**config.mk**
```make
export PLATFORM = sky130hd
export DESIGN_NAME = page_packet_framer_crc16_unit_flat
export DESIGN_NICKNAME = d
export VERILOG_FILES = /design/src/rtl/core/ppfc_pkg.sv /design/src/rtl/core/ppfc_in_if.sv /design/src/rtl/core/ppfc_out_if.sv /design/src/rtl/core/ppfc_result_buf.sv /design/src/rtl/core/page_packet_framer_crc16_unit.sv /design/src/flat_wrapper.sv
export SDC_FILE = /design/constraint.sdc
export NUM_CORES = 1
export LEC_CHECK = 0
export ABC_AREA = 1
export BUFFER_PORTS_ARGS = -buffer_cell sky130_fd_sc_hd__clkbuf_2
export CORE_UTILIZATION = 35
export CTS_BUF_LIST = sky130_fd_sc_hd__clkbuf_8 sky130_fd_sc_hd__clkbuf_16
export CTS_CLUSTER_SIZE = 10
export DETAILED_ROUTE_END_ITERATION = 7
export GPL_ROUTABILITY_DRIVEN = 0
export PLACE_DENSITY = 0.53
export SLEW_MARGIN = 20
export SYNTH_ARGS = -nofsm -noshare
export SYNTH_HDL_FRONTEND = slang
export SYNTH_HIERARCHICAL = 1
export SYNTH_SLANG_ARGS = --single-unit
```
**constraint.sdc**
```tcl
create_clock -name clk -period 5.7 [get_ports clk]
set_input_delay 1.14 -clock clk [delete_from_list [all_inputs] [get_ports clk]]
set_output_delay 1.14 -clock clk [all_outputs]
set_load 0.1 [all_outputs]
```
**src/rtl/core/ppfc_pkg.sv**
```systemverilog
// shared types, constants and crc function of the page packet framer
// no dependencies
package ppfc_pkg;

	localparam int BYTE_W = 8;
	localparam int LEN_W  = 9;
	localparam int CRC_W  = 16;
	localparam int RES_MAX = 4;
	localparam int CNT_W  = 3;

	localparam logic KIND_HEADER = 1'b0;
	localparam logic KIND_SLOT   = 1'b1;

	localparam logic STATUS_OK    = 1'b0;
	localparam logic STATUS_ORDER = 1'b1;

	localparam logic [CRC_W-1:0]  CRC_INIT = 16'hFFFF;
	localparam logic [CRC_W-1:0]  CRC_POLY = 16'h1021;
	localparam logic [BYTE_W-1:0] PAD_BYTE = 8'hFF;

	typedef struct packed {
		logic              kind;
		logic [BYTE_W-1:0] message_type;
		logic [LEN_W-1:0]  payload_length;
		logic [BYTE_W-1:0] payload_byte;
	} item_t;

	typedef struct packed {
		logic [BYTE_W-1:0] frame_byte;
		logic              frame_end;
		logic              run_last;
		logic              status;
	} res_t;

	typedef struct packed {
		logic             load;
		logic [CNT_W-1:0] cnt;
	} buf_load_t;

	typedef struct packed {
		logic free;
	} buf_stat_t;

	// byte-parallel crc-16 ccitt-false step, msb first
	function automatic logic [CRC_W-1:0] crc16_byte(input logic [CRC_W-1:0] crc,
		input logic [BYTE_W-1:0] data);
		logic [CRC_W-1:0] c;
		c = crc ^ {data, 8'h00};
		for (int k = 0; k < 8; k++) begin
			if (c[CRC_W-1]) begin
				c = {c[CRC_W-2:0], 1'b0} ^ CRC_POLY;
			end else begin
				c = {c[CRC_W-2:0], 1'b0};
			end
		end
		return c;
	endfunction

endpackage

```
**src/rtl/core/ppfc_in_if.sv**
```systemverilog
// input item channel of the page packet framer
// depends on ppfc_pkg
interface ppfc_in_if;
	import ppfc_pkg::*;

	logic              valid;
	logic              ready;
	logic              kind;
	logic [BYTE_W-1:0] message_type;
	logic [LEN_W-1:0]  payload_length;
	logic [BYTE_W-1:0] payload_byte;

	modport source (output valid, kind, message_type, payload_length, payload_byte,
		input ready);
	modport sink (input valid, kind, message_type, payload_length, payload_byte,
		output ready);
endinterface

```
**src/rtl/core/ppfc_out_if.sv**
```systemverilog
// result channel of the page packet framer
// depends on ppfc_pkg
interface ppfc_out_if;
	import ppfc_pkg::*;

	logic              valid;
	logic              ready;
	logic [BYTE_W-1:0] frame_byte;
	logic              frame_end;
	logic              run_last;
	logic              status;

	modport source (output valid, frame_byte, frame_end, run_last, status, input ready);
	modport sink (input valid, frame_byte, frame_end, run_last, status, output ready);
endinterface

```
**src/rtl/core/ppfc_result_buf.sv**
```systemverilog
// result buffer: holds up to four results of one item and sends one per transfer
// depends on ppfc_pkg and ppfc_out_if
module ppfc_result_buf (
	input  logic                clk,
	input  logic                arst_n,
	input  ppfc_pkg::buf_load_t ctl,
	input  ppfc_pkg::res_t      load_res [ppfc_pkg::RES_MAX],
	output ppfc_pkg::buf_stat_t stat,
	ppfc_out_if.source          result
);
	import ppfc_pkg::*;

	res_t             buf_q [RES_MAX];
	logic [CNT_W-1:0] cnt_q;
	logic             xfer;

	assign xfer = result.valid && result.ready;

	assign result.valid      = (cnt_q != '0);
	assign result.frame_byte = buf_q[0].frame_byte;
	assign result.frame_end  = buf_q[0].frame_end;
	assign result.run_last   = buf_q[0].run_last;
	assign result.status     = buf_q[0].status;

	assign stat.free = (cnt_q == '0) || ((cnt_q == CNT_W'(1)) && result.ready);

	always_ff @(posedge clk or negedge arst_n) begin
		if (!arst_n) begin
			cnt_q <= '0;
		end else if (ctl.load) begin
			cnt_q <= ctl.cnt;
		end else if (xfer) begin
			cnt_q <= cnt_q - CNT_W'(1);
		end
	end

	always_ff @(posedge clk) begin
		if (ctl.load) begin
			buf_q <= load_res;
		end else if (xfer) begin
			for (int i = 0; i < RES_MAX - 1; i++) begin
				buf_q[i] <= buf_q[i + 1];
			end
		end
	end
endmodule

```
**src/rtl/core/page_packet_framer_crc16_unit.sv**
```systemverilog
// page packet framer with crc-16 ccitt-false, top level
// depends on ppfc_pkg, ppfc_in_if, ppfc_out_if and ppfc_result_buf
// path: an item is registered into item_s1, then its results are loaded into ppfc_result_buf
// throughput: one result per cycle while result.ready is high; a header gives 4 results, a data slot 1,
// the last slot 3, an out-of-order item 1; set by the single result port
// reset: asynchronous, clears frame state, start byte to 0 and crc to 0xffff
module page_packet_framer_crc16_unit #(
	parameter int PAGE_BYTES = 256
) (
	input  logic                        clk,
	input  logic                        arst_n,
	input  logic                        cfg_we,
	input  logic [ppfc_pkg::BYTE_W-1:0] cfg_wdata,
	ppfc_in_if.sink                     item,
	ppfc_out_if.source                  result
);
	import ppfc_pkg::*;

	localparam int SW = $clog2(PAGE_BYTES + 1);
	localparam int CW = (SW > LEN_W) ? SW : LEN_W;
	localparam logic [CW-1:0] PAGE_CW   = CW'(PAGE_BYTES);
	localparam logic [SW-1:0] LAST_SLOT = SW'(PAGE_BYTES - 1);

	logic [BYTE_W-1:0] start_byte_q;
	logic [CRC_W-1:0]  crc_q;
	logic [SW-1:0]     slot_q;
	logic [LEN_W-1:0]  len_q;
	logic              open_q;

	item_t             item_s1;
	logic              valid_s1;

	buf_load_t         ctl;
	buf_stat_t         stat;
	res_t              new_res [RES_MAX];
	logic              advance;

	logic [CW-1:0]     plen_cw;
	logic [LEN_W-1:0]  plen_c;
	logic [BYTE_W-1:0] len_lo;
	logic [BYTE_W-1:0] len_hi;
	logic [CRC_W-1:0]  hdr_crc;
	logic [BYTE_W-1:0] slot_byte;
	logic [CRC_W-1:0]  slot_crc;
	logic              last_slot;

	assign advance    = valid_s1 && stat.free;
	assign item.ready = !valid_s1 || advance;

	always_ff @(posedge clk or negedge arst_n) begin
		if (!arst_n) begin
			start_byte_q <= '0;
		end else if (cfg_we) begin
			start_byte_q <= cfg_wdata;
		end
	end

	always_ff @(posedge clk or negedge arst_n) begin
		if (!arst_n) begin
			valid_s1 <= 1'b0;
		end else if (item.ready) begin
			valid_s1 <= item.valid;
		end
	end

	always_ff @(posedge clk) begin
		if (item.valid && item.ready) begin
			item_s1.kind           <= item.kind;
			item_s1.message_type   <= item.message_type;
			item_s1.payload_length <= item.payload_length;
			item_s1.payload_byte   <= item.payload_byte;
		end
	end

	// header fields and crc
	always_comb begin
		plen_cw = CW'(item_s1.payload_length);
		plen_c  = (plen_cw > PAGE_CW) ? LEN_W'(PAGE_CW) : item_s1.payload_length;
		len_lo  = plen_c[7:0];
		len_hi  = {7'b0, plen_c[8]};
		hdr_crc = crc16_byte(crc16_byte(crc16_byte(CRC_INIT, item_s1.message_type),
			len_lo), len_hi);
	end

	// data slot byte and crc
	always_comb begin
		slot_byte = (CW'(slot_q) < CW'(len_q)) ? item_s1.payload_byte : PAD_BYTE;
		slot_crc  = crc16_byte(crc_q, slot_byte);
		last_slot = (slot_q == LAST_SLOT);
	end

	always_comb begin
		for (int i = 0; i < RES_MAX; i++) begin
			new_res[i] = '{frame_byte: '0, frame_end: 1'b0, run_last: 1'b0,
				status: STATUS_OK};
		end
		ctl.load = advance;
		ctl.cnt  = CNT_W'(1);
		if ((item_s1.kind == KIND_HEADER) == open_q) begin
			// header in open frame, or slot while idle
			new_res[0].run_last = 1'b1;
			new_res[0].status   = STATUS_ORDER;
		end else if (item_s1.kind == KIND_HEADER) begin
			ctl.cnt = CNT_W'(4);
			new_res[0].frame_byte = start_byte_q;
			new_res[1].frame_byte = item_s1.message_type;
			new_res[2].frame_byte = len_lo;
			new_res[3].frame_byte = len_hi;
			new_res[3].run_last   = 1'b1;
		end else if (last_slot) begin
			ctl.cnt = CNT_W'(3);
			new_res[0].frame_byte = slot_byte;
			new_res[1].frame_byte = slot_crc[7:0];
			new_res[2].frame_byte = slot_crc[15:8];
			new_res[2].frame_end  = 1'b1;
			new_res[2].run_last   = 1'b1;
		end else begin
			new_res[0].frame_byte = slot_byte;
			new_res[0].run_last   = 1'b1;
		end
	end

	always_ff @(posedge clk or negedge arst_n) begin
		if (!arst_n) begin
			crc_q  <= CRC_INIT;
			slot_q <= '0;
			len_q  <= '0;
			open_q <= 1'b0;
		end else if (advance) begin
			if (item_s1.kind == KIND_HEADER && !open_q) begin
				crc_q  <= hdr_crc;
				slot_q <= '0;
				len_q  <= plen_c;
				open_q <= 1'b1;
			end else if (item_s1.kind == KIND_SLOT && open_q) begin
				crc_q <= slot_crc;
				if (last_slot) begin
					slot_q <= '0;
					open_q <= 1'b0;
				end else begin
					slot_q <= slot_q + SW'(1);
				end
			end
		end
	end

	ppfc_result_buf u_result_buf (
		.clk      (clk),
		.arst_n   (arst_n),
		.ctl      (ctl),
		.load_res (new_res),
		.stat     (stat),
		.result   (result)
	);
endmodule

```
**src/flat_wrapper.sv**
```systemverilog
// flat-port wrapper written by rule: the top's interface ports become plain ports
module page_packet_framer_crc16_unit_flat import ppfc_pkg::*;
#(
	parameter int PAGE_BYTES = 256
)
  (clk, arst_n, cfg_we, cfg_wdata, item_valid, item_kind, item_message_type, item_payload_length, item_payload_byte, item_ready, result_valid, result_frame_byte, result_frame_end, result_run_last, result_status, result_ready);
  ppfc_in_if item_i ();
  ppfc_out_if result_i ();
  input  logic clk;
  input  logic arst_n;
  input  logic cfg_we;
  input  logic [ppfc_pkg::BYTE_W-1:0] cfg_wdata;
  input wire logic [$bits(item_i.valid)-1:0] item_valid;
  input wire logic [$bits(item_i.kind)-1:0] item_kind;
  input wire logic [$bits(item_i.message_type)-1:0] item_message_type;
  input wire logic [$bits(item_i.payload_length)-1:0] item_payload_length;
  input wire logic [$bits(item_i.payload_byte)-1:0] item_payload_byte;
  output wire logic [$bits(item_i.ready)-1:0] item_ready;
  output wire logic [$bits(result_i.valid)-1:0] result_valid;
  output wire logic [$bits(result_i.frame_byte)-1:0] result_frame_byte;
  output wire logic [$bits(result_i.frame_end)-1:0] result_frame_end;
  output wire logic [$bits(result_i.run_last)-1:0] result_run_last;
  output wire logic [$bits(result_i.status)-1:0] result_status;
  input wire logic [$bits(result_i.ready)-1:0] result_ready;
  assign item_i.valid = item_valid;
  assign item_i.kind = item_kind;
  assign item_i.message_type = item_message_type;
  assign item_i.payload_length = item_payload_length;
  assign item_i.payload_byte = item_payload_byte;
  assign item_ready = item_i.ready;
  assign result_valid = result_i.valid;
  assign result_frame_byte = result_i.frame_byte;
  assign result_frame_end = result_i.frame_end;
  assign result_run_last = result_i.run_last;
  assign result_status = result_i.status;
  assign result_i.ready = result_ready;
  page_packet_framer_crc16_unit #(.PAGE_BYTES(PAGE_BYTES)) u_core (.clk(clk), .arst_n(arst_n), .cfg_we(cfg_we), .cfg_wdata(cfg_wdata), .item(item_i), .result(result_i));
endmodule
```
### Word-level counts from Yosys, hierarchy flattened

Cells that the tools add are included.

| word-level totals | value |
|---|---|
| flip-flop bits (word level) | 113 |
| input bits | 39 |
| output and inout bits | 13 |
| logic and storage cells | 150 |

| operators by class | value |
|---|---|
| add/sub/neg operators | 2 |
| $lt $le $gt $ge | 2 |
| eq/ne operators | 3 |
| multiplexer cells | 63 |
| bitwise gates (word level) | 37 |
| reductions and logical operators | 19 |

Operators by type and width:

| kind | count |
|---|---|
| 2-to-1 mux 13 bit | 32 |
| inverter 3 bit | 32 |
| 2-to-1 mux 33 bit | 2 |
| 2-to-1 mux 8 bit | 7 |
| 2-to-1 mux 9 bit | 4 |
| 2-to-1 mux 16 bit | 2 |
| bitwise XOR 16 bit | 2 |
| 2-to-1 mux 10 bit | 2 |
| inverter 16 bit | 1 |
| bitwise XOR 16 x 9 -> 16 bit | 1 |
| 2-to-1 mux 3 bit | 4 |
| adder 9 x 1 -> 9 bit, second input constant | 1 |
| == test 9 x 8 -> 1 bit, second input constant | 1 |
| > comparator 9 bit, second input constant | 1 |
| < comparator 9 bit | 1 |
| 2-to-1 mux 1 bit | 8 |
| logical AND 1 bit | 6 |
| nonzero test 2 bit | 3 |
| 2-to-1 mux 2 bit | 2 |
| AND reduction 2 bit | 2 |
| == test 3 x 1 -> 1 bit, second input constant | 1 |
| logical NOT 3 bit | 1 |
| AND reduction 3 bit | 1 |
| nonzero test 3 bit | 1 |
| 6 further kinds | 8 |

### Logic depth before layout (Yosys ltp)

Gate-level depths: netlist (run 1).

| depth | value |
|---|---|
| depth in word-level cells | 52 |
| mapped depth | 19 |
| gate-level depth less buffers | 19 |

### Hierarchy

The synthesis (run 1) kept the hierarchy.

Modules (own cells, without submodules):

| module | instances | cells each | area an instance (µm²) | seq. area each (µm²) |
|---|---|---|---|---|
| page_packet_framer_crc16_unit | 1 | 628 | 4596.9 | 1901.8 |
| ppfc_result_buf | 1 | 190 | 2029.4 | 1396.3 |

### Least setup slack after synthesis (run 1)

OpenSTA, ideal clock, no wires.

| timing path | value |
|---|---|
| path type | input port to output port |
| start point | input port result_ready |
| end point | output port item_ready |
| data arrival time | 1.994 ns |
| required time | 4.560 ns |
| slack | 2.566 ns |
| stages | 4 |
| buffers on the path | 0 |
| cells stage by stage | nand3_1 -> nand2_1 -> inv_1 -> nand2_1 |

| on the way | value |
|---|---|
| longest elaborated chain between the ends | 4 |

RTL lines:

| what | RTL line | text |
|---|---|---|
| start: declaration | flat_wrapper.sv:24 | `input wire logic [$bits(result_i.ready)-1:0] result_ready;` |
| logical AND 1 bit | ppfc_result_buf.sv:25 | `assign stat.free = (cnt_q == '0) \|\| ((cnt_q == CNT_W'(1)) && result.ready);` |
| logical OR 1 bit | ppfc_result_buf.sv:25 |  |
| named net u_core.stat | page_packet_framer_crc16_unit.sv:34 | `buf_stat_t stat;` |
| logical AND 1 bit | page_packet_framer_crc16_unit.sv:47 | `assign advance = valid_s1 && stat.free;` |
| logical OR 1 bit | page_packet_framer_crc16_unit.sv:48 | `assign item.ready = !valid_s1 \|\| advance;` |
| end: declaration | flat_wrapper.sv:18 | `output wire logic [$bits(item_i.ready)-1:0] item_ready;` |

The timed path passes the listed nets, and every way through them passes these cells.

==> results.md, run 1 <==
* Die Width at about 140 um
* Fin. max-slew vios at 0
* Share of post-route cells with drive strength above 1 at 14.81%
* Total Nets Final at roughly 930
* # IOs at 52
* CTS root buf: clkbuf_16
* Deepest clock path buffer count at 2
* Post-CTS setup buffers at 0
* Die area at ~0.02 mm2
* Asr flop ratio synth at between 40% and 50%
* Number of synthesized flops with an enable pin at 70
* CTS hold repair buffers at 0
* Mean post-synth cell area at about 8.1 um2
* Clk_lat worst skew at approximately 400 ps
* TritonCTS clock tree: done
* Clock-pin slew on the worst setup and hold paths at about 60 ps
* Drt initial violations at about 370
* Total GRT Usage at a little under a fifth
* Final Skew at about 11 ps
* Top cells by area, synth: edfxtp_1, nand2_1, dfrtp_1, dfstp_2, nand3_1
* Cell total after placement at 1088
* Multi-input gate area at about 0.0029 mm2
* Post-CTS sizing at 0
* Pin count of the biggest net entering global routing at slightly above 50
* Distinct cells, synth at 40
* Routed vias at approximately 5.3k
* Post-synth top area share at between 30% and 40%
* Worst Hold Slack at around 480 ps
* DR WL/cell at ~15 um
* Core region area at 0.01827 mm2
* Yosys warning total at 6
* Std cell rows at 49
* Hold Path Class: reg2reg
* Syn Std Cell Area at 0.006626 mm2
* GRT Residual Overflow at 0
* Worst EP required at between 5000 and 6000 ps
* Die height at 139.6 um
* HPWL Detailed at 12.18 mm
* Crit path DAT at 3550 ps
* Final wirelength at about 17 mm
* Setup Crit Path Kind: reg2reg
* Tcrit/Tclk final at 59.28%
* H-tree depth at 4
* Initial antenna violation count at 0
* PwrDens at 620.6 mW/mm2
* Final core utilization at a little over two fifths
* Synth area leader: edfxtp_1
* Vias in the first global route at 4957
* Leakage at approximately 3.7 nW
* Final ANT Viol Nets at 0
* Antenna Diode Count at 0
* First-pass iteration count of the detailed router at 5
* Register Area at 0.003298 mm2
* Final-report setup violation count at 0
* Vias per inst at ~4.8
* VDD IR-drop max at around 0.26 mV
* Worst setup SP type: flip-flop
* MaxCap Viol Count at 0
* Post-Synthesis Cells at 818
* Initial Utilization at 36.27%
* TritonCTS Buffers at 17
* CP max FO at 11
* Least-Margin Pin Slew at a little under 1000 ps
* Crit end category: flip-flop
* Pwr Total at 4.754 mW
* First-pass GRT wire length at around 27 mm
* # port buffers at 51
* Post-synth top flop: edfxtp_1
* Fmax at ~0.30 GHz
* CTS sink cnt at roughly 120
* Number of synthesized register bits at ~120
* Run status: complete, no violations
* Fillcell total at 1864
* # DRC at 0
* Final non-filler cell total at between 1k and 1.5k
* Final hold vios at 0
* Setup TNS at 0 ps
* Sequential fraction of the synthesis area at about half
* Area Overhead vs Synth at 15.60%
* Fin crit period at approximately 3400 ps
* RSZ-0062 raised after global routing: false
* Relative slew margins at a little over a third
## cells by family after synthesis
group,Yosys count,synth area share [%]
simple gates,461,29.04
buf+inv,120,7.779
flops,117,49.77
compound gates,79,6.930
xor+xnor,26,3.777
fa+ha+maj,14,2.644
other cells,1,0.05659
## synth_stat cells (2+ instances only)
cell type and number:
nor3_1 2, o21ai_0 39, xor2_1 21, edfxtp_1 70
nor2_1 28, dfrtp_1 31, nand3_1 67, nand4_1 9
buf_4 9, o21ai_1 6, clkbuf_1 8, nand2_2 23
buf_6 3, ha_1 14, o21a_1 2, o22ai_1 10
o21bai_1 2, o221ai_1 4, inv_1 89, nor4_1 2
nand2_1 326, inv_2 4, xnor2_2 2, a21oi_1 9
dfstp_2 16, xnor2_1 2, buf_2 7
## critical path, cell delays in order, from the launching register on
cell,delay (ps)
dfrtp_1,410
ha_1,320
a21o_1,190
nand2_1,60
nand2_1,40
a21oi_1,640
nand2_1,260
nor2_1,310
xor2_1,190
nand2_1,100
nand2_1,170
nand2_1,90
nand3_1,70
o21ai_0,120
nand2_1,110
nand2_1,50
## power by group
part	total, mW	switching, mW	leakage (nW)	internal, mW
clock network	1.00	0.360	0.304	0.641
registers	1.51	0.148	1.23	1.36
logic	2.24	1.67	2.13	0.575
## final cells by class
| cell class | instances | share of cell area [%] |
|---|---|---|
| sequential | 117 | 43.06 |
| inverter | 93 | 4.557 |
| tap | 229 | 3.741 |
| timing repair buffer | 55 | 3.724 |
| multi-input combinational | 594 | 37.50 |
| clock buffer | 24 | 6.959 |
| clock inverter | 8 | 0.4574 |
## placed cells by master (no fill, tap or decap), types with 4 or more instances in the layout
cell         n
nand2_2     23
nor2_1      28
clkbuf_8     6
xor2_1      21
dfstp_2     16
inv_2        4
edfxtp_1    70
o221ai_1     4
a21oi_1      8
clkbuf_16   18
conb_1      14
o22ai_1     10
o21ai_1      6
buf_4        4
nand3_1     67
dfrtp_1     31
clkbuf_2    51
nand4_1      9
ha_1        14
inv_1       94
o21ai_0     39
nand2_1    326
## routing by layer
layer  track usage, %  wire length [um]
met5                0                 0
met4            5.842               276
met3            4.542               944
met2            27.66              7311
met1            25.36              8296
## state kept, by name, summed over array words and instances, names as in the netlist
register                               cells
u_core/len_q                               9
u_core/valid_s1                            1
u_core/u_result_buf/result.run_last        1
u_core/start_byte_q                        8
u_core/open_q                              1
u_core/slot_q                              9
u_core/u_result_buf/result.status          1
u_core/u_result_buf/result.frame_byte      8
u_core/u_result_buf/result.frame_end       1
u_core/crc_q                              16
u_core/u_result_buf/buf_q                 33
u_core/item_s1                            17
u_core/plen_cw                             9
u_core/u_result_buf/cnt_q                  3
## stage by stage
step                worst slack (ps)  cell area (um2)
floorplan                       2566             6675
global route                    1929             7660
detailed placement              2094             7092
CTS                             2295             7660
finish                          2321             7660
global placement                2108             7092
## final timing paths
| kind | from | to | slack, ps | depth (start not counted) |
|---|---|---|---|---|
| max in group asynchronous | arst_n | u_core/len_q[0]$_DFFE_PN0P_ | 4420 | 2 |
| hold reg to reg | u_core/len_q[3]$_DFFE_PN0P_ | u_core/len_q[3]$_DFFE_PN0P_ | 480 | 2 |
| setup / recovery | u_core/slot_q[6]$_DFFE_PN0P_ | u_core/u_result_buf/buf_q[32]$_DFFE_PP_ | 2320 | 15 |
| setup reg to reg | u_core/slot_q[6]$_DFFE_PN0P_ | u_core/u_result_buf/buf_q[32]$_DFFE_PP_ | 2320 | 15 |
| min in group asynchronous | arst_n | u_core/slot_q[7]$_DFFE_PN0P_ | 840 | 2 |
| hold / removal | u_core/len_q[3]$_DFFE_PN0P_ | u_core/len_q[3]$_DFFE_PN0P_ | 480 | 2 |
Power figures use the tool's default switching activity.
==> inputs of run 2 (changes only) <==
--- a/config.mk
+++ b/config.mk
@@ -5,14 +5,14 @@
 export SDC_FILE = /design/constraint.sdc
 export NUM_CORES = 1
 export LEC_CHECK = 0
-export ABC_AREA = 1
+export ABC_AREA = 0
 export BUFFER_PORTS_ARGS = -buffer_cell sky130_fd_sc_hd__clkbuf_2
 export CORE_UTILIZATION = 35
 export CTS_BUF_LIST = sky130_fd_sc_hd__clkbuf_8 sky130_fd_sc_hd__clkbuf_16
 export CTS_CLUSTER_SIZE = 10
 export DETAILED_ROUTE_END_ITERATION = 7
 export GPL_ROUTABILITY_DRIVEN = 0
-export PLACE_DENSITY = 0.53
+export PLACE_DENSITY = 0.55
 export SLEW_MARGIN = 20
 export SYNTH_ARGS = -nofsm -noshare
 export SYNTH_HDL_FRONTEND = slang
==> constraint.sdc (replaced) <==
create_clock -name clk -period 3 [get_ports clk]
set_input_delay 0.6 -clock clk [delete_from_list [all_inputs] [get_ports clk]]
set_output_delay 0.6 -clock clk [all_outputs]
set_load 0.1 [all_outputs]
==> results.md, run 2 <==
* Run status: complete, no violations
* Asr flop ratio synth at between 40% and 50%
* Worst EP required at 3170 ps
* Mean post-synth cell area at 11.86 um2
* CP max FO at 5
* Deepest clock path buffer count at 2
* Routed vias at between 4k and 5k
* Core region area at about 0.019 mm2
* CTS sink cnt at between 100 and 150
* Top Usage Layer GRT: met2
* Highest-count cells in the layout ignoring fill and taps: edfxtp_1, nand2_1, clkbuf_2
* CTS root buf: clkbuf_16
* Initial antenna violation count at 0
* Largest Register: u_core/u_result_buf/buf_q
* First-pass GRT wire length at about 26 mm
* Leakage at between 3 and 4 nW
* Commonest non-fill, non-tap cell in the layout: edfxtp_1
* Worst path top cell family by delay: compound AO/OA/AOI/OAI gates
* VDD IR-drop max at 0.4243 mV
* Final Skew at ~4.6 ps
* MaxCap Viol Count at 0
* Clock-pin slew on the worst setup and hold paths at 60 ps
* Synth area leader: edfxtp_1
* Syn Std Cell Area at slightly below 0.007 mm2
* Vias in the first global route at between 4k and 5k
* Slowest stage cell, crit path: dfrtp_1
* Crit end category: flip-flop
* Fillcell total at 1771
* Number of synthesized flops with an enable pin at 70
* Least-Margin Pin Slew at between 900 and 1000 ps
* Post-synth top area share at around 31%
* Area Overhead vs Synth at 18.15%
* DR WL/cell at 18.07 um
* Vias per inst at between 5 and 6
* Fin crit period at roughly 2900 ps
* CTS hold repair buffers at 0
* Placed inst area at around 0.0074 mm2
* Setup Crit Path Kind: reg2reg
* PwrDens at ~1300 mW/mm2
* Final wirelength at 16.70 mm
* Top post-synthesis cells by count: edfxtp_1, nand2_1, nor2_1, xnor2_1
* Total GRT Usage at 17.78%
* Worst R2R Setup Slack at about 100 ps
* Relative slew margins at just under 40%
* Final hold vios at 0
* Final ANT Viol Nets at 0
* CP peak stage delay at between 400 and 500 ps
* Pin count of the biggest net entering global routing at 36
* HPWL Detailed at roughly 12 mm
* Die Width at between 100 and 150 um
* Crit path DAT at 3070 ps
* Std cell rows at 50
* Initial Utilization at between 30% and 40%
* Fin. max-slew vios at 0
* Grt met3 use at roughly 4.5%
* Final instance area at 0.008014 mm2
* Max reg flops at 33
* # DRC at 0
* Drt initial violations at 393
* Sequential fraction of the synthesis area at about half
* GR Util met1 at between 20% and 30%
* Setup TNS at 0 ps
* Die height at approximately 140 um
* Share of post-route cells with drive strength above 1 at 26.05%
* Post-Synthesis Cells at between 500 and 600
* Met2 Use GR at 27.33%
* Cell Chain, Critical Path: ha_1 > and3_1 > a221oi_1 > buf_4 > o21a_1 > o211ai_1 > xnor2_1 > o21ai_0 > mux2_4
* TritonCTS Buffers at 17
* Die area at roughly 0.020 mm2
* Number of synthesized register bits at ~120
* Post-synth top flop: edfxtp_1
* Clk_lat worst skew at around 420 ps
* RSZ-0062 raised after global routing: false
* Fmax at around 0.34 GHz
* Buffers & Inverters on Critical Path at 1
* TritonCTS clock tree: done
* Post-CTS sizing at 0
* Final-report setup violation count at 0
* # port buffers at 51
* Biggest regs: u_core/u_result_buf/buf_q (33), u_core/item_s1 (17), u_core/crc_q (16)
* Distinct cells, synth at 61
* Top cells by area, synth: edfxtp_1, dfrtp_1, mux2_4, dfstp_2, xnor2_1
* Yosys warning total at 6
* Count leader, synth: edfxtp_1
* Tcrit/Tclk final at 96.66%
* Total Nets Final at between 700 and 800
* Hold Path Class: in2async
* GRT Residual Overflow at 0
* # IOs at 52
* Post-CTS setup buffers at 0
* Worst setup SP type: flip-flop
* H-tree depth at 4
* Antenna Diode Count at 0
* First-pass iteration count of the detailed router at 5
run 2: changes by cell type in the layout (fill, tap and decap cells not counted), sizes merged, moves of 8 or more:
cell    delta
xnor3     +14
clkinv     +8
o21ai     -19
nand2    -297
buf       +24
nor2      +19
inv       -79
xnor2     +39
a211oi     +9
nand3     -55
mux2      +42
run 2: layout make-up:
class | count | area, um2 | share of cell area [%]
Tap cell | 260 | 325.3 | 4.059
Multi-Input combinational cell | 415 | 3232 | 40.33
Clock buffer | 17 | 425.4 | 5.308
Clock inverter | 15 | 163.9 | 2.045
Inverter | 21 | 78.83 | 0.9836
Sequential cell | 117 | 3298 | 41.16
Timing Repair Buffer | 79 | 490.5 | 6.120
run 2: worst register-to-register path: stages (launching register included):
cell and delay [ps]:
dfrtp_1 410, ha_1 330, and3_1 220, a221oi_1 390
buf_4 200, o21a_1 110, o211ai_1 330, xnor2_1 310
o21ai_0 100, mux2_4 260
run 2: final timing paths:
| check | start | end | cells past startpoint |
|---|---|---|---|
| min reg2reg | u_core/crc_q[3]$_DFFE_PN1P_ | u_core/crc_q[3]$_DFFE_PN1P_ | 2 |
| min in group clk | item_payload_length[6] | u_core/plen_cw[6]$_DFFE_PP_ | 1 |
| max | u_core/slot_q[6]$_DFFE_PN0P_ | u_core/u_result_buf/buf_q[14]$_DFFE_PP_ | 9 |
| min | arst_n | u_core/len_q[8]$_DFFE_PN0P_ | 1 |
| max reg2reg | u_core/slot_q[6]$_DFFE_PN0P_ | u_core/u_result_buf/buf_q[14]$_DFFE_PP_ | 9 |
| max in group asynchronous | arst_n | u_core/crc_q[7]$_DFFE_PN1P_ | 2 |
run 2: power breakdown:
part           leakage [nW]  internal, mW  switching (mW)  total (mW)
Sequential             1.25          2.58           0.341        2.92
Clock                 0.279          1.29           0.744        2.03
Combinational          1.82          2.24            3.08        5.32
Total                  3.35          6.10            4.16        10.3
run 2: cells by family (layout without fill, tap and decap cells):
logic type | after synthesis | after routing | synth area share, %
AO/OA/AOI/OAI | 101 | 101 | 10.70
XOR/XNOR | 81 | 81 | 13.30
adder cells (fa/ha/maj) | 14 | 14 | 2.583
buffers and inverters | 53 | 132 | 4.464
flip-flops | 117 | 117 | 48.63
multiplexers | 45 | 45 | 9.131
other | 1 | 14 | 0.05529
AND/OR/NAND/NOR | 160 | 160 | 11.14
run 2: through the flow:
| stage | hold slack, ps | std cells | setup WS, ps | power, mW | util [%] |
|---|---|---|---|---|---|
| after floorplan | 304.4 | 585 | 151.4 | 7.181 | - |
| final | 310.5 | 924 | 100.1 | 10.27 | 42.56 |
| after global placement | 460.6 | 892 | 225.5 | 8.135 | 39.43 |
| after detailed placement | 464.6 | 892 | 167.4 | 8.208 | 39.43 |
| after global routing | 334.8 | 924 | 23.86 | 10.83 | 42.56 |
| after CTS | 336.7 | 924 | 156.3 | 10.31 | 42.56 |
run 2: metal layers:
metal	wire [um]	vias to the layer above	part of all wire (%)
li1	-	2211	-
met1	7727	2300	46
met2	7590	180	45
met3	1146	17	6.9
met4	231	0	1.4
met5	0	-	0
==> inputs of run 3 (changes only) <==
--- a/config.mk
+++ b/config.mk
@@ -7,6 +7,7 @@
 export LEC_CHECK = 0
 export ABC_AREA = 0
 export BUFFER_PORTS_ARGS = -buffer_cell sky130_fd_sc_hd__clkbuf_2
+export CORE_MARGIN = 2
 export CORE_UTILIZATION = 35
 export CTS_BUF_LIST = sky130_fd_sc_hd__clkbuf_8 sky130_fd_sc_hd__clkbuf_16
 export CTS_CLUSTER_SIZE = 10
==> results.md, run 3 (same netlist as run 2, synthesis figures left out) <==
* Run status: complete, no violations
* Biggest regs: u_core/u_result_buf/buf_q (33), u_core/item_s1 (17), u_core/crc_q (16)
* CTS root buf: clkbuf_16
* Area Overhead vs Synth at 17.99%
* Vias per inst at around 5
* PwrDens at roughly 1300 mW/mm2
* Final wirelength at 16.76 mm
* RSZ-0062 raised after global routing: false
* CTS sink cnt at roughly 120
* CTS hold repair buffers at 0
* Crit end category: flip-flop
* Hold Path Class: in2async
* TritonCTS Buffers at 17
* Vias in the first global route at 4768
* Largest Register: u_core/u_result_buf/buf_q
* Pwr Total at around 10 mW
* Routed vias at around 4.7k
* Cell total after placement at approximately 890
* Part of the power in the clock network at 19.2%
* Final hold vios at 0
* Total Nets Final at 705
* Fmax at 0.3643 GHz
* Tcrit/Tclk final at approximately 92%
* # DRC at 0
* Final core utilization at between 40% and 50%
* Final non-filler cell total at between 900 and 1k
* Drt initial violations at 400
* Setup Crit Path Kind: reg2reg
* Antenna Diode Count at 0
* VDD IR-drop max at between 0.4 and 0.5 mV
* Die area at roughly 0.021 mm2
* Final instance area at around 0.008 mm2
* CP max FO at 7
* Max reg flops at 33
* Worst R2R Path Depth at 9
* Fin. max-slew vios at 0
* Core region area at 0.01883 mm2
* Pin count of the biggest net entering global routing at 36
* Worst EP required at about 3200 ps
* First-pass GRT wire length at 26.38 mm
* H-tree depth at 4
* Relative slew margins at about two fifths
* Clock-pin slew on the worst setup and hold paths at 60 ps
* Die height at 143.2 um
* Worst setup SP type: flip-flop
* First-pass iteration count of the detailed router at 5
* DR WL/cell at ~18 um
* Worst Hold Slack at between 300 and 400 ps
* Leakage at around 3.3 nW
* Highest-count cells in the layout ignoring fill and taps: edfxtp_1, nand2_1, clkbuf_2
* Setup TNS at 0 ps
* Fin crit period at 2745 ps
* # port buffers at slightly above 50
* Fillcell total at approximately 1.8k
* Least-Margin Pin Slew at around 930 ps
* Deepest clock path buffer count at 2
* Initial antenna violation count at 0
* Placed inst area at around 0.0074 mm2
* Final-report setup violation count at 0
* MaxCap Viol Count at 0
* Final WS setup at between 200 and 300 ps
* Clk_lat worst skew at between 400 and 500 ps
* Final ANT Viol Nets at 0
* Combinational power share at between 50% and 60%
* Die Width at around 140 um
* TritonCTS clock tree: done
* Initial Utilization at a little over a third
* Crit path DAT at between 2000 and 3000 ps
* Switching power at 4.156 mW
* Setup WS pre-CTS at ~180 ps
* Part of the power in registers at 28.4%
* # IOs at 52
* Commonest non-fill, non-tap cell in the layout: edfxtp_1
* Final Skew at slightly below 7 ps
* Sw frac at 40.69%
* GRT Residual Overflow at 0
* Share of post-route cells with drive strength above 1 at a little over a quarter
* HPWL Detailed at around 12 mm
* Total GRT Usage at between 10% and 20%
* Cell Int Power at between 6 and 7 mW
* Std cell rows at 50
[run 3: cell count changes in the layout (fill, tap and decap cells not counted)]
cell and delta:
a221oi_1 -1, a221oi_2 +1, buf_4 +1, bufinv_16 -1
clkinv_1 -2, clkinv_2 +3, clkinv_4 -3, clkinvlp_4 +2
inv_6 +1
[run 3: cell type report]
| cell class | count | area (um2) | share of cell area, % |
|---|---|---|---|
| well taps | 260 | 325.3 | 4.065 |
| flip-flops and latches | 117 | 3298 | 41.21 |
| clock buffers | 17 | 425.4 | 5.316 |
| inverters | 21 | 78.83 | 0.9850 |
| multi-input cells | 415 | 3238 | 40.46 |
| repair buffers | 80 | 498.0 | 6.223 |
| clock inverters | 15 | 138.9 | 1.735 |
[run 3: path summary, 6_finish.rpt]
path                                               from                                 endpoint  slack [ps]
setup / recovery           u_core/slot_q[6]$_DFFE_PN0P_  u_core/u_result_buf/buf_q[32]$_DFFE_PP_         250
hold / removal                                   arst_n              u_core/len_q[1]$_DFFE_PN0P_         310
setup reg to reg           u_core/slot_q[6]$_DFFE_PN0P_  u_core/u_result_buf/buf_q[32]$_DFFE_PP_         250
hold reg to reg             u_core/crc_q[3]$_DFFE_PN1P_              u_core/crc_q[3]$_DFFE_PN1P_         460
max in group asynchronous                        arst_n             u_core/crc_q[10]$_DFFE_PN1P_        1880
min in group clk                   item_message_type[0]             u_core/item_s1[17]$_DFFE_PP_         350
[run 3: routing by layer]
metal	routed length [um]	track usage, %	part of all wire (%)
met4	249	5.779	1.5
met2	7621	26.59	45
met5	0	0	0
met3	1058	4.561	6.3
met1	7829	23.61	47
[run 3: worst max-delay path, stage by stage, from the launching register on]
cell      delay [ps]
dfrtp_1          430
ha_1             340
a21o_1           200
a221oi_2         320
buf_4            170
o221a_2          280
nand2_1          100
xnor2_1          180
a22o_1           200
mux2_4           270
[run 3: what timing repair did]
action                                  in CTS  in global routing
gates resized for setup                      0                  1
setup buffers                                0                  2
endpoints found under the setup margin       0                  3
[run 3: power groups by stage]
stage | Clock [mW] | Combinational, mW | Sequential (mW)
floorplan | 0 | 4.19 | 2.99
global placement | 0 | 5.19 | 2.91
detailed placement | 0 | 5.25 | 2.93
CTS | 2.00 | 5.28 | 2.91
global route | 2.07 | 5.75 | 2.97
finish | 1.96 | 5.35 | 2.90
